## config.mk

```make
export PLATFORM = sky130hd
export DESIGN_NAME = s2x_out_fifo
export DESIGN_NICKNAME = d
export VERILOG_FILES = /design/src/sv/s2x_pkg.sv /design/src/sv/s2x_out_fifo.sv
export SDC_FILE = /design/constraint.sdc
export NUM_CORES = 1
export LEC_CHECK = 0
export BUFFER_PORTS_ARGS = -buffer_cell sky130_fd_sc_hd__buf_2
export CORE_MARGIN = 8
export CORE_UTILIZATION = 57
export DETAILED_ROUTE_END_ITERATION = 10
export GPL_TIMING_DRIVEN = 0
export PLACE_DENSITY = 0.9
export SYNTH_ARGS = -nofsm -noshare
export SYNTH_HDL_FRONTEND = slang
export SYNTH_SLANG_ARGS = --single-unit
```

## constraint.sdc

```tcl
create_clock -name aclk -period 7.5 [get_ports aclk]
set_input_delay 2.25 -clock aclk [delete_from_list [all_inputs] [get_ports aclk]]
set_output_delay 2.25 -clock aclk [all_outputs]
set_load 0.005 [all_outputs]
```

## src/sv/s2x_pkg.sv

```systemverilog
package s2x_pkg;

    localparam int PIX_W          = 32;
    localparam int CFG_W          = 13;
    localparam int COORD_W        = 12;
    localparam int CFG_IDX_W      = 1;
    localparam int TDATA_W        = 4 * PIX_W + 2 * COORD_W;
    localparam int COORD_CAP      = 4096;
    localparam int RESET_WIDTH    = 320;
    localparam int RESET_HEIGHT   = 240;
    localparam int DEF_MAX_WIDTH  = 4096;
    localparam int DEF_PIXEL_BITS = 32;
    localparam int FIFO_DEPTH     = 4;
    localparam int FIFO_AW        = $clog2(FIFO_DEPTH);

    // configuration register indexes
    localparam logic [CFG_IDX_W-1:0] CFG_FRAME_WIDTH  = 1'b0;
    localparam logic [CFG_IDX_W-1:0] CFG_FRAME_HEIGHT = 1'b1;

    // input item kinds carried on tuser
    localparam logic MODE_PIXEL = 1'b0;
    localparam logic MODE_DRAIN = 1'b1;

    typedef struct packed {
        logic               rd_en;
        logic [COORD_W-1:0] rd_col;
        logic               prev_we;
        logic [COORD_W-1:0] prev_col;
        logic               old_we;
        logic [COORD_W-1:0] old_col;
    } line_req_t;

    typedef struct packed {
        logic               emit;
        logic               drain;
        logic               use_b;
        logic               first_col;
        logic               last_col;
        logic               done;
        logic [COORD_W-1:0] row;
        logic [COORD_W-1:0] col;
    } stage_t;

    typedef struct packed {
        logic [PIX_W-1:0] tl;
        logic [PIX_W-1:0] tr;
        logic [PIX_W-1:0] bl;
        logic [PIX_W-1:0] br;
    } blk_t;

    typedef struct packed {
        blk_t               blk;
        logic [COORD_W-1:0] row;
        logic [COORD_W-1:0] col;
        logic               done;
    } result_t;

    function automatic blk_t s2x_blend(input logic [PIX_W-1:0] b, input logic [PIX_W-1:0] d,
                                       input logic [PIX_W-1:0] e, input logic [PIX_W-1:0] f,
                                       input logic [PIX_W-1:0] h);
        blk_t r;
        r.tl = e;
        r.tr = e;
        r.bl = e;
        r.br = e;
        if (b != h && d != f) begin
            r.tl = (d == b) ? d : e;
            r.tr = (f == b) ? f : e;
            r.bl = (d == h) ? d : e;
            r.br = (f == h) ? f : e;
        end
        return r;
    endfunction

endpackage

```

## src/sv/s2x_out_fifo.sv

```systemverilog
module s2x_out_fifo (
    input  logic                         aclk,
    input  logic                         aresetn,
    input  logic                         push,
    input  s2x_pkg::result_t             din,
    output logic                         out_valid,
    input  logic                         out_ready,
    output s2x_pkg::result_t             dout,
    output logic [s2x_pkg::FIFO_AW:0]    level
);
    import s2x_pkg::*;

    result_t              mem [FIFO_DEPTH];
    logic [FIFO_AW-1:0]   wr_ptr_reg, wr_ptr_next;
    logic [FIFO_AW-1:0]   rd_ptr_reg, rd_ptr_next;
    logic [FIFO_AW:0]     cnt_reg, cnt_next;
    logic                 pop;

    assign out_valid = (cnt_reg != '0);
    assign pop       = out_valid & out_ready;
    assign dout      = mem[rd_ptr_reg];
    assign level     = cnt_reg;

    always_comb begin
        wr_ptr_next = push ? wr_ptr_reg + 1'b1 : wr_ptr_reg;
        rd_ptr_next = pop ? rd_ptr_reg + 1'b1 : rd_ptr_reg;
        cnt_next    = cnt_reg + (FIFO_AW+1)'(push) - (FIFO_AW+1)'(pop);
    end

    always_ff @(posedge aclk) begin
        if (!aresetn) begin
            wr_ptr_reg <= '0;
            rd_ptr_reg <= '0;
            cnt_reg    <= '0;
        end else begin
            wr_ptr_reg <= wr_ptr_next;
            rd_ptr_reg <= rd_ptr_next;
            cnt_reg    <= cnt_next;
        end
    end

    always_ff @(posedge aclk) begin
        if (push) begin
            mem[wr_ptr_reg] <= din;
        end
    end

endmodule
```

=== Word level (Yosys, flattened, before mapping) ===
Memory sizes are Yosys's and may differ from the RTL's. A register that Yosys moved wholly into a read port is not among the register bits.
Cells that the tools add are included.

* Register bits after elaboration: 7
* RAM bits: 612
* Input port bits: 157
* Output and inout port bits: 157
* Logic and storage cells: 14
* Memories: 1

* Add/sub/neg operators: 4
* Multiplexer cells: 4
* Bitwise logic cells: 1
* Reductions and logical operators: 1

{| class="wikitable"
|+ Memories
! name !! depth !! bits a word !! read ports !! clocked after memory_dff !! wr ports !! RTL line !! RTL
|-
| mem || 4 || 153 || 1 || 1 || 1 || s2x_out_fifo.sv:13 || <nowiki>result_t mem [FIFO_DEPTH];</nowiki>
|}

{| class="wikitable"
|+ Operator list
! operator !! number
|-
| 2-bit by 1-bit adder with 2-bit output, second input constant || 2
|-
| 2-bit 2-to-1 mux || 2
|-
| 3-bit by 1-bit adder with 3-bit output || 1
|-
| 3-bit nonzero test || 1
|-
| 3-bit by 1-bit subtractor with 3-bit output || 1
|-
| 1-bit 2-to-1 mux || 2
|-
| 1-bit bitwise AND || 1
|}

=== Logic depth before layout (Yosys ltp) ===
* Word-level depth: 4
* Depth in mapped cells: 7
* Depth with buffers taken out: 7

=== Least setup slack after synthesis ===
No wires, ideal clock.

* Kind: input-to-reg
* Start: input push
* End: memory mem[0][0] in the netlist's numbering (enable)
* Library setup time: 530 ps
* Data arrival time: 5740 ps
* Required time: 6970 ps
* Setup slack: 1229 ps
* Cell stages on the path: 1
* Buffers on the path: 0
* Cells stage by stage: and2_1

* Longest elaborated chain between the ends: 2

{| class="wikitable"
|+ Ends and longest elaborated chain
! element !! RTL line !! RTL
|-
| start: declaration || s2x_out_fifo.sv:4 || <nowiki>input logic push,</nowiki>
|-
| 1-bit 2-to-1 mux || s2x_out_fifo.sv:43 || <nowiki>if (push) begin</nowiki>
|-
| 1-bit 2-to-1 mux (not written as such) || s2x_out_fifo.sv:44 || <nowiki>mem[wr_ptr_reg] <= din;</nowiki>
|-
| end: declaration || s2x_out_fifo.sv:13 ||
|}

No other way between the ends.

==> flow_summary.toml <==
[clock_network]
post_cts_resized = 0
ctsRootBufferMaster = "clkbuf_16"
tritoncts = "built"
cts_made_buffers = 58
clk_latency_ps = 600
clock_sinks = 621
hold_buffers = 0
clk_pin_slew_worst_paths_ps = 60
max-clock-path-buffers = 3
cts_htree_levels = 2
postCtsSetupBuffers = 0

[critical_path]
cp_num_buf_inv = 4
crit_path_end_kind = "output port"
worst_setup_path_start_kind = "register"
r2r_end = "mem[3][101]"
r2r-start = "wr_ptr_reg[0]"
reg2reg_depth = 4
cp_slowest_stage_delay_ps = 390
cp_data_arrival_time_ps = 2510
crit_chain = "buf_2, buf_2, buf_2, mux4_2, buf_2"
worstPathRequired_ps = 5250
cp_max_fo = 10
critPathKind = "reg -> out"
slowest_stage = "buf_2"
regToRegSetupSlack_ps = 5210
path_common_cell = "buf_2"
cp_top_family = "buffers and inverters"

[global_route]
grt_usage_pct = 20.80
grt_overflow = 0
antenna_found_initial = 11
grt_pass1_wl_microns = 71740
grt_max_degree = 59
grt_pass1_vias = 11440

[yosys]
syn_nets = 1007
syn_avg_cell_area_sq_um = 26.70
async_flop_share_pct = 0
synth_ff_type = "edfxtp_1"
synthesis.yosys.warnings = 0
synth.top_cell.area_share_pct = 81.65
syn_area_sq_mm = 0.02251
ys_ff_latch = 621
synth_area_leaders = "edfxtp_1 82%, mux4_2 15%, dfxtp_1 0.80%"
synth_seq_area_share_pct = 82.45
synthCells = 843
yosysUniqueCellTypes = 20
yosysTopAreaCell = "edfxtp_1"
ys_top_cells_by_count = "612 x edfxtp_1, 153 x mux4_2, 17 x buf_2"
synthMostInstantiatedCell = "edfxtp_1"
synth_edf_count = 612

[sta]
finalClockSkew_ps = 9.786
relSlewSlack_pct = 48.47
slew_violations = 0
hold_viol = 0
setup_viol = 0
fin_crit_sh_pct = 63.43
rsz0062_at_grt = "false"
worst_slew_pin_slew_ps = 772.9
setup_ws_ps = 2742
setup_tns_ps = 0
clock.fmax_ghz = 0.2102
final.min_clock_period_ps = 4758

[finish]
design_area_sq_mm = 0.02687
areaGrowthSynthToFinish_pct = 19.37
stdcell_count = 1806
finish.utilization_pct = 68.25
largest_reg_flops = 612
fin_nets = 1390
layout-drive-gt1-share_pct = 45.84
top_register = "mem"

[status]
run_status = "completed"

[power_and_ir_drop]
powerDensity_mw_per_mm2 = 310.8
p_leak_uw = 0.009053
ir_worst_vdd_mv = 0.3327

[placement]
portBuffers = 313
placedCellCount = 1691
dpl.hpwl_microns = 29670
post-place-ws_ps = 3271
place_area_sq_mm = 0.02500
place.gp.congestion = 0.7159

[floorplan]
initial_utilization_pct = 57.18
die_x_microns = 214.7
core_sq_mm = 0.03937
core.rowCount = 73
dieArea_sq_mm = 0.04610
ioPinCount = 314
dieHeight_microns = 214.7

[min_path]
min_path_cells = 2
min_from = "rd_ptr_reg[1]"
hold_class = "reg -> reg"
hold_end = "rd_ptr_reg[1]"

[drt]
routed_wl_microns = 49090
first_iter_violations = 888
routedWlPerCell_microns = 27.18
vias_per_cell = 5.809
dr.pass1.iters = 7
drc = 0
num_vias = 10490
ant_nets = 0

[job]
max_cap_viol_count = 0
-- cell families (layout without fill, tap and decap cells) --
kind of cell	count (synthesis)	after routing	synth area share (%)
XOR/XNOR	2	2	0.1390
buffers and inverters	40	471	1.062
multiplexers	157	157	15.49
adder cells (fa/ha/maj)	7	7	0.4225
AND/OR/NAND/NOR	14	14	0.3669
other	0	7	0
AO/OA/AOI/OAI	2	2	0.07784
flip-flops	621	621	82.45
-- power breakdown --
part           switching (uW)  internal [uW]  total [uW]
clock                    1200           1640        2840
combinational             722            741        1460
sequential               55.3           4000        4050
-- metal layers --
| metal | vias to the layer above | part of all wire [%] | wire length, microns | track usage (%) |
|---|---|---|---|---|
| met5 | - | 0.12 | 58 | 0 |
| met4 | 8 | 2.7 | 1313 | 7.701 |
| met3 | 92 | 8.1 | 3960 | 5.843 |
| met2 | 479 | 53 | 26000 | 36.19 |
| met1 | 5479 | 36 | 17750 | 24.56 |
| li1 | 4433 | - | - | - |
-- placed cells by master (no fill, tap or decap) --
master and n:
ha_1 6, buf_6 9, o31a_1 1, dfxtp_1 9, clkbuf_1 25, nor2b_1 1, xor2_1 1, clkinvlp_4 3
buf_16 8, clkinv_2 8, o311ai_0 1, clkinv_1 11, mux4_2 153, buf_12 2, diode_2 7, buf_2 330
edfxtp_1 612, clkbuf_16 61, inv_1 6, nand2_1 2, bufinv_16 4, xnor3_1 1, fa_1 1, mux2i_1 4
nand2b_1 2, or3_1 1, and2_4 4, clkbuf_8 2, and2_1 4, buf_1 2
-- worst max path at each step --
stage | cells after the start | slack (ps) | from | to
after floorplan | 1 | 1230 | push | mem[0][0]
after global placement | 2 | -1570 | push | mem[0][84]
after detailed placement | 4 | 3270 | push | mem[3][101]
after CTS | 5 | 2640 | register | dout[122]
after global routing | 5 | 2620 | register | dout[129]
final | 5 | 2740 | register | dout[122]
-- layout make-up --
type / count / area [sq um]
clock inverters: 26 / 224.0
multi-input cells: 182 / 3722
flip-flops and latches: 621 / 18560
well taps: 525 / 656.9
fillers: 2324 / 12500
diodes: 7 / 17.52
plain buffers: 34 / 216.5
inverters: 6 / 22.52
clock buffers: 82 / 1625
repair buffers: 323 / 1827
-- worst reg2reg max path: stages (launching register included) --
cell	delay [ps]
dfxtp_1	390
ha_1	180
and2_4	620
buf_16	360
buf_16	330
-- through the flow --
stage / hold WS (ps) / power (uW)
floorplan: 448.9 / 4980
global placement: 458.7 / 5557
detailed placement: 492.3 / 5579
CTS: 517.7 / 8435
global route: 549.6 / 8630
finish: 507.8 / 8350
Power figures use the tool's default switching activity.
